--- src/rtl/lptt_pkg.sv ---
// shared constants, codes and types of the leased priority task table
package lptt_pkg;

    localparam int TABLE_DEPTH = 64;
    localparam int IDX_W       = $clog2(TABLE_DEPTH);
    localparam int TIME_BITS   = 48;
    localparam int KEY_BITS    = 16;

    typedef enum logic [2:0] {
        CMD_ENQUEUE = 3'd0,
        CMD_CLAIM   = 3'd1,
        CMD_RENEW   = 3'd2,
        CMD_ACK     = 3'd3,
        CMD_NACK    = 3'd4,
        CMD_INSPECT = 3'd5
    } cmd_t;

    typedef enum logic [2:0] {
        STAT_OK         = 3'd0,
        STAT_MISSING    = 3'd1,
        STAT_CONFLICT   = 3'd2,
        STAT_FULL       = 3'd3,
        STAT_NOT_HOLDER = 3'd4,
        STAT_BAD_LEASE  = 3'd5,
        STAT_NONE       = 3'd6
    } status_t;

    typedef enum logic [1:0] {
        PH_PENDING = 2'd0,
        PH_LEASED  = 2'd1,
        PH_DONE    = 2'd2,
        PH_DEAD    = 2'd3
    } phase_t;

    typedef enum logic [2:0] {
        ACT_NONE,
        ACT_EMIT,
        ACT_NEW,
        ACT_LEASE,
        ACT_RENEW,
        ACT_ACK,
        ACT_NACK
    } act_t;

    typedef enum logic [1:0] {
        S_IDLE,
        S_SCAN,
        S_APPLY,
        S_SEND
    } state_t;

    // request and pass control seen by every cell
    typedef struct packed {
        logic                        pass2;
        logic                        dl_en;
        logic [KEY_BITS-1:0]         tkey;
        logic [7:0]                  tenant;
        logic [KEY_BITS-1:0]         dkey;
        logic [31:0]                 digest;
        logic signed [7:0]           rank;
        logic [TIME_BITS-1:0]        ready;
        logic [7:0]                  limit;
        logic [7:0]                  worker;
        logic [7:0]                  stamp;
        logic [TIME_BITS-1:0]        now;
        logic [TIME_BITS-1:0]        exp_new;
        act_t                        act;
        logic [IDX_W-1:0]            target;
    } bcast_t;

    // token that walks the row, one cell per cycle
    typedef struct packed {
        logic                        valid;
        logic [IDX_W-1:0]            pos;
        logic                        dd_found;
        logic                        dd_same;
        logic                        k_found;
        logic                        k_same;
        logic                        k_holds;
        logic                        k_live;
        logic [IDX_W-1:0]            k_idx;
        logic                        free_found;
        logic [IDX_W-1:0]            free_idx;
        logic                        best_found;
        logic [IDX_W-1:0]            best_idx;
        logic signed [7:0]           best_rank;
        logic [KEY_BITS-1:0]         best_key;
        logic [KEY_BITS-1:0]         r_key;
        logic [7:0]                  r_stamp;
        phase_t                      r_phase;
        logic [7:0]                  r_tries;
        logic [7:0]                  r_holder;
        logic [TIME_BITS-1:0]        r_expiry;
        logic [TIME_BITS-1:0]        r_ready;
        logic signed [7:0]           r_rank;
        logic [7:0]                  r_limit;
        logic [7:0]                  r_tenant;
    } tok_t;

endpackage

--- src/rtl/lptt_cell.sv ---
// one table slot: holds a task and updates the passing token
module lptt_cell (
    input  logic             clk,
    input  logic             rst_n,
    input  lptt_pkg::bcast_t bc,
    input  lptt_pkg::tok_t   tok_in,
    output lptt_pkg::tok_t   tok_out
);

    logic                              used_reg, used_next;
    logic [lptt_pkg::KEY_BITS-1:0]     key_reg, key_next;
    logic [7:0]                        tenant_reg, tenant_next;
    logic [lptt_pkg::KEY_BITS-1:0]     dkey_reg, dkey_next;
    logic [31:0]                       digest_reg, digest_next;
    logic signed [7:0]                 rank_reg, rank_next;
    logic [lptt_pkg::TIME_BITS-1:0]    ready_reg, ready_next;
    logic [7:0]                        limit_reg, limit_next;
    logic [7:0]                        tries_reg, tries_next;
    lptt_pkg::phase_t                  phase_reg, phase_next;
    logic [7:0]                        holder_reg, holder_next;
    logic [7:0]                        stamp_reg, stamp_next;
    logic [lptt_pkg::TIME_BITS-1:0]    expiry_reg, expiry_next;
    lptt_pkg::tok_t                    tok_reg, tok_next;

    // slot update and token accumulation
    always_comb
    begin
        logic same;
        logic open;
        logic better;
        used_next   = used_reg;
        key_next    = key_reg;
        tenant_next = tenant_reg;
        dkey_next   = dkey_reg;
        digest_next = digest_reg;
        rank_next   = rank_reg;
        ready_next  = ready_reg;
        limit_next  = limit_reg;
        tries_next  = tries_reg;
        phase_next  = phase_reg;
        holder_next = holder_reg;
        stamp_next  = stamp_reg;
        expiry_next = expiry_reg;
        tok_next     = tok_in;
        tok_next.pos = lptt_pkg::IDX_W'(tok_in.pos + 1'b1);

        same = key_reg == bc.tkey && tenant_reg == bc.tenant && dkey_reg == bc.dkey &&
               digest_reg == bc.digest && rank_reg == bc.rank && ready_reg == bc.ready &&
               limit_reg == bc.limit;
        open = (phase_reg == lptt_pkg::PH_PENDING || phase_reg == lptt_pkg::PH_LEASED) &&
               ready_reg <= bc.now &&
               !(phase_reg == lptt_pkg::PH_LEASED && expiry_reg > bc.now);
        better = !tok_in.best_found || rank_reg > tok_in.best_rank ||
                 (rank_reg == tok_in.best_rank && key_reg < tok_in.best_key);

        if (tok_in.valid && !bc.pass2)
        begin
            // first dedup match within the tenant
            if (used_reg && tenant_reg == bc.tenant && dkey_reg == bc.dkey && !tok_in.dd_found)
            begin
                tok_next.dd_found = 1'b1;
                tok_next.dd_same  = same;
            end
            // task key lookup
            if (used_reg && bc.tkey != '0 && key_reg == bc.tkey && !tok_in.k_found)
            begin
                tok_next.k_found = 1'b1;
                tok_next.k_same  = same;
                tok_next.k_idx   = tok_in.pos;
                tok_next.k_holds = phase_reg == lptt_pkg::PH_LEASED &&
                                   holder_reg == bc.worker && stamp_reg == bc.stamp;
                tok_next.k_live  = expiry_reg > bc.now;
            end
            // first free slot
            if (!used_reg && !tok_in.free_found)
            begin
                tok_next.free_found = 1'b1;
                tok_next.free_idx   = tok_in.pos;
            end
            // claim scan: dead-letter spent tasks, track the best one
            if (bc.dl_en && used_reg && tenant_reg == bc.tenant && open)
            begin
                if (tries_reg >= limit_reg)
                begin
                    phase_next  = lptt_pkg::PH_DEAD;
                    holder_next = '0;
                    expiry_next = '0;
                end
                else if (better)
                begin
                    tok_next.best_found = 1'b1;
                    tok_next.best_idx   = tok_in.pos;
                    tok_next.best_rank  = rank_reg;
                    tok_next.best_key   = key_reg;
                end
            end
        end

        if (tok_in.valid && bc.pass2 && tok_in.pos == bc.target)
        begin
            case (bc.act)
                lptt_pkg::ACT_NEW:
                begin
                    used_next   = 1'b1;
                    key_next    = bc.tkey;
                    tenant_next = bc.tenant;
                    dkey_next   = bc.dkey;
                    digest_next = bc.digest;
                    rank_next   = bc.rank;
                    ready_next  = bc.ready;
                    limit_next  = bc.limit;
                    tries_next  = '0;
                    phase_next  = lptt_pkg::PH_PENDING;
                    holder_next = '0;
                    stamp_next  = '0;
                    expiry_next = '0;
                end
                lptt_pkg::ACT_LEASE:
                begin
                    phase_next  = lptt_pkg::PH_LEASED;
                    holder_next = bc.worker;
                    stamp_next  = stamp_reg + 8'd1;
                    tries_next  = tries_reg + 8'd1;
                    expiry_next = bc.exp_new;
                end
                lptt_pkg::ACT_RENEW:
                begin
                    expiry_next = bc.exp_new;
                end
                lptt_pkg::ACT_ACK:
                begin
                    phase_next  = lptt_pkg::PH_DONE;
                    holder_next = '0;
                end
                lptt_pkg::ACT_NACK:
                begin
                    phase_next  = (tries_reg >= limit_reg) ? lptt_pkg::PH_DEAD
                                                           : lptt_pkg::PH_PENDING;
                    holder_next = '0;
                    expiry_next = '0;
                    ready_next  = bc.ready;
                end
                default:
                begin
                end
            endcase
            // report the task after its update
            tok_next.r_key    = key_next;
            tok_next.r_stamp  = stamp_next;
            tok_next.r_phase  = phase_next;
            tok_next.r_tries  = tries_next;
            tok_next.r_holder = holder_next;
            tok_next.r_expiry = expiry_next;
            tok_next.r_ready  = ready_next;
            tok_next.r_rank   = rank_next;
            tok_next.r_limit  = limit_next;
            tok_next.r_tenant = tenant_next;
        end
    end

    // occupancy and token hop
    always_ff @(posedge clk or negedge rst_n)
    begin
        if (!rst_n)
        begin
            used_reg <= 1'b0;
            tok_reg  <= '0;
        end
        else
        begin
            used_reg <= used_next;
            tok_reg  <= tok_next;
        end
    end

    // slot contents
    always_ff @(posedge clk)
    begin
        key_reg    <= key_next;
        tenant_reg <= tenant_next;
        dkey_reg   <= dkey_next;
        digest_reg <= digest_next;
        rank_reg   <= rank_next;
        ready_reg  <= ready_next;
        limit_reg  <= limit_next;
        tries_reg  <= tries_next;
        phase_reg  <= phase_next;
        holder_reg <= holder_next;
        stamp_reg  <= stamp_next;
        expiry_reg <= expiry_next;
    end

    assign tok_out = tok_reg;

endmodule

--- config.mk ---
export PLATFORM = sky130hd
export DESIGN_NAME = lptt_cell
export DESIGN_NICKNAME = d
export VERILOG_FILES = /design/src/rtl/lptt_pkg.sv /design/src/rtl/lptt_cell.sv
export SDC_FILE = /design/constraint.sdc
export NUM_CORES = 1
export LEC_CHECK = 0
export ABC_AREA = 0
export BUFFER_PORTS_ARGS = -buffer_cell sky130_fd_sc_hd__buf_2
export CAP_MARGIN = 20
export CORE_AREA = 2 2 269 271
export CTS_CLUSTER_SIZE = 8
export DETAILED_ROUTE_END_ITERATION = 8
export DIE_AREA = 0 0 271 273
export PLACE_DENSITY = 0.49
export SLEW_MARGIN = 20
export SYNTH_ARGS = -nofsm -noshare
export SYNTH_HDL_FRONTEND = slang
export SYNTH_SLANG_ARGS = --single-unit
--- constraint.sdc ---
create_clock -name clk -period 4.4 [get_ports clk]
set_input_delay 0 -clock clk [delete_from_list [all_inputs] [get_ports clk]]
set_output_delay 0 -clock clk [all_outputs]
set_load 0.01 [all_outputs]
Word-level counts from Yosys, hierarchy flattened

Index checks and enable logic that the tools add are counted.

Register bits after elaboration: 430
Output and inout port bits: 219
Logic and storage cells: 135

Add/sub/neg operators: 3
Order comparisons: 5
Equal/unequal tests: 17
Mux-type cells: 31
Reductions and logical operators: 41

Operators by type and width:

| cell                | count |
|---|---|
| $mux 48             | 5 |
| $mux 162            | 1 |
| $pmux 48 s2         | 1 |
| $mux 31             | 3 |
| $mux 8              | 7 |
| $mux 50             | 1 |
| $eq 48x48->1        | 1 |
| $eq 8x8->1          | 6 |
| $gt 48x48->1        | 1 |
| $le 48x48->1        | 1 |
| $pmux 8 s2          | 3 |
| $eq 16x16->1        | 2 |
| $eq 32x32->1        | 1 |
| $logic_and 1x1->1   | 25 |
| $add 8x1->8 const B | 2 |
| $lt 16x16->1        | 1 |
| $mux 16             | 1 |
| $reduce_bool 16->1  | 1 |
| $mux 2              | 6 |
| $mux 10             | 1 |
| $eq 3x3->1 const B  | 3 |
| $ge 8x8->1          | 1 |
| $gt 8x8->1          | 1 |
| $pmux 2 s4          | 1 |
| other kinds (11)    | 21 |

Longest topological paths before layout

Word-level depth: 9
Depth in mapped cells: 12
Mapped depth without buffers: 10

Least setup slack after synthesis

OpenSTA, ideal clock, no wires.

Path kind: input to register
Start point: input port tok_in[215] (netlist bit)
End point: register tok_reg (netlist bit tok_out[137])
Data arrival time: 4.378 ns
Setup slack: -0.113 ns
Stages: 9
Path buffers: 2
Cell sequence: clkbuf_1 -> xor2_1 -> nor4_1 -> nand4_1 -> inv_2 -> clkbuf_1 -> nand2_1 -> o21ai_0 -> nor2_1

RTL lines:

| item                   | RTL line         | source |
|---|---|---|
| start: declaration     | lptt_cell.sv:6   | `input lptt_pkg::tok_t tok_in,` |
| end signal: assignment | lptt_cell.sv:172 | `tok_reg <= tok_next;` |
| end: declaration       | lptt_cell.sv:23  | `lptt_pkg::tok_t tok_reg, tok_next;` |

==> reports/results.txt <==
EDFF count, synth = 152
Clk slew on worst S/H paths = 0.06 ns
Asr flop ratio synth = 0.512
Reg2reg setup slack = 0.53 ns
Core ar. = 0.0710 mm^2
Share of cells above drive strength 1 = 0.307
Synth Net Count = 2498
Clk_lat worst skew = 0.63 ns
Maxcap violations = 0
GRT Max-Usage Layer = met2
Largest net degree at the start of global routing = 147
Rel. slew slack = 0.273
Final wirelength = 91600 um
P_leak = 0.0150 uW
H-tree depth = 2
Global-route wire length before repair = 134000 um
Sequential element share of the synthesized area = 0.525
Final Max Tran Viols = 0
Antenna Nets Post-Route = 0
Syn Area/Cell = 11.3 um^2
Antenna violations before repair = 15
Remaining global-route overflow = 0
Synth Flop Type = dfrtp_1
Chip Height = 273 um
Status = finished, final reports clean
Total power per unit cell area = 308 mW/mm^2
Vias per std cell = 4.75
Hold WS = 0.00410 ns
Max Fclk = 258 MHz
R2R cell count = 10
Critical path launch point = ready_reg[30]
Clock sink count = 430
Die width = 271 um
DR vias = 19800
Mapped Area = 0.0214 mm^2
VDD IR max = 0.274 mV
Via count of the first global-routing pass = 21000
Tmin final = 3.87 ns
Io pins = 699
Clock root cell = clkbuf_16
Met2 usage = 0.419
Gr usage total = 0.241
Slew at the pin closest to its max-slew limit = 1.09 ns
CP Max Fanout = 30
Tcrit/Tclk final = 0.880
I/O Buffers = 698
Critical path class = flip-flop to flip-flop
Hold WC Path Type = input pin to flip-flop
Post-DP HPWL = 68700 um
Setup crit end = tok_out[166]
Req. time, crit path = 4.89 ns
Clock Tree Buf Depth = 3
Drt wl/cell = 22.0 um
Setup TNS = 0 ns
Nets@finish = 3765
Met3 usage = 0.0473
Final Wtd Congestion = 0.876
Die ar. = 0.0740 mm^2
Synth-to-Final Area Change = 56.5%
DRT iter0 DRCs = 1058
Final std cells w/o fill = 4165
CTS Buf Count = 60
TritonCTS clock tree = yes
Detailed Routing Iterations Pass 1 = 7
R2r startpoint = ready_reg[30]
Unrepaired setup endpoints after global routing = false
Final setup violation count = 0
Starting Density = 0.301
Cells after DPL = 3477
CP arrival = 4.36 ns
Setup Slack @ Placement = 0.543 ns
Worst setup SP type = flip-flop
Max FFs per register = 219
Synth Register Bits = 430
GRT met1 Usage = 0.304
Post-route DRC = 0
Std cell rows = 98
Worst setup margin = 0.529 ns
Setup Skew = 0.0366 ns
Yosys Warn Count = 0
Post-CTS setup buffers = 0
CP endpoint kind = flip-flop
Count of final hold-check violations = 0
R2R Path End = tok_out[166]
Gate Count Post-Synth = 1888
Unique masters post-synth = 59
==> report_power, final <==
| group | total (uW) | switching (uW) | internal [uW] |
|---|---|---|---|
| Clock | 4450 | 1860 | 2600 |
| Sequential | 4330 | 56.7 | 4280 |
| Combinational | 1550 | 728 | 818 |
==> critical path: stages, from the launching register on <==
cell       delay (ns)
edfxtp_1         0.43
ha_1             0.34
nand4_1          0.18
nor4_1           0.77
and4_1           0.32
a31oi_1          0.08
a2111oi_2        0.35
buf_4            0.19
nor4b_4          0.18
buf_4            0.45
mux2_2           0.41
==> synthesized netlist by cell type (all sizes together) (3+ instances only) <==
master	count	area (um^2)
nand2	257	965
dfrtp	220	5510
mux2	188	2120
edfxtp	152	4560
xnor2	131	1150
ha	130	1630
o21ai	103	515
a21oi	97	485
inv	91	342
clkbuf	67	251
dfxtp	58	1160
nand4	58	363
a22o	53	464
and3	51	319
nand3	30	150
xor2	29	254
nor2	28	105
nor4	22	138
nor3	17	85.1
buf	13	75.1
a22oi	10	75.1
nor2b	9	56.3
a21o	8	60.1
a211oi	6	45.0
nand2b	6	37.5
a2111oi	4	60.1
a221oi	4	35.0
and4	4	35.0
mux2i	4	40.0
o211ai	4	30.0
o21a	4	30.0
nor3b	3	22.5
==> metrics by stage <==
stage	instance area [um^2]	utilization	total power, uW
final	33500	0.472	10300
after CTS	33500	0.472	10400
after floorplan	21400	-	4880
after global routing	33500	0.472	10700
after detailed placement	26100	0.367	5520
after global placement	26000	0.367	5500
==> how the worst min path moves through the flow <==
stage,from,endpoint,slack [ns],depth (start not counted)
after floorplan,rst_n,tok_out[0],-0.30,0
after global placement,rst_n,tok_out[62],0.05,1
after detailed placement,rst_n,tok_out[62],0.06,1
after CTS,bc[257],tok_out[192],0.004,6
after global routing,bc[257],tok_out[192],0.03,6
final,bc[184],rank_reg[7],0.004,3
==> cells by family (layout without fill, tap and decap cells) <==
group	count (synthesis)	after routing	share of synthesized area
AOI/OAI and AO/OA	311	311	0.0915
muxes	192	192	0.101
buffers and inverters	171	1487	0.0312
other	0	11	0
adders and majority gates	130	130	0.0760
and+or+nand+nor	494	494	0.110
DFF	430	430	0.525
xor gates and xnor gates	160	160	0.0655
==> cell usage in the layout (no fill, tap or decap), types with 3 or more instances in the layout <==
cell,n
nor3b_1,3
dlygate4sd3_1,566
xnor2_1,131
buf_4,16
inv_1,90
dfrtp_1,220
ha_1,130
a221oi_1,4
diode_2,11
a22oi_1,10
nor2_1,24
nor2b_1,9
nand3_1,30
o21ai_0,103
clkbuf_16,61
buf_2,697
nor4_1,22
dfxtp_1,58
mux2_2,185
nand2_1,256
mux2i_1,4
a21o_1,8
a21oi_1,96
a22o_1,53
nand4_1,58
buf_12,4
a211oi_1,6
o21a_1,4
and4_1,4
mux2_1,3
nor3_1,17
o211ai_1,4
clkbuf_1,47
nor2_4,3
edfxtp_1,152
and3_1,51
nand2b_1,4
xor2_1,29
==> routing by layer <==
layer	vias to the layer above	part of all wire	wire (um)
met5	-	0.00095	87
met2	650	0.49	45000
met3	136	0.055	5070
met4	14	0.026	2370
met1	9639	0.43	39000
li1	9328	-	-
==> layout make-up <==
type,instances,area [um^2]
multi-input cells,1287,9570
clock inverters,2,25.0
fillers,6536,37500
flip-flops and latches,430,11200
clock buffers,109,1720
repair buffers,1285,9400
inverters,91,347
well taps,950,1190
diodes,11,27.5
==> timing repair <==
item,CTS,global route
hold buffers,566,0
endpoints found under the hold margin,542,0
gates resized for setup,0,0
No activity file was read; power rests on OpenSTA's default activity.
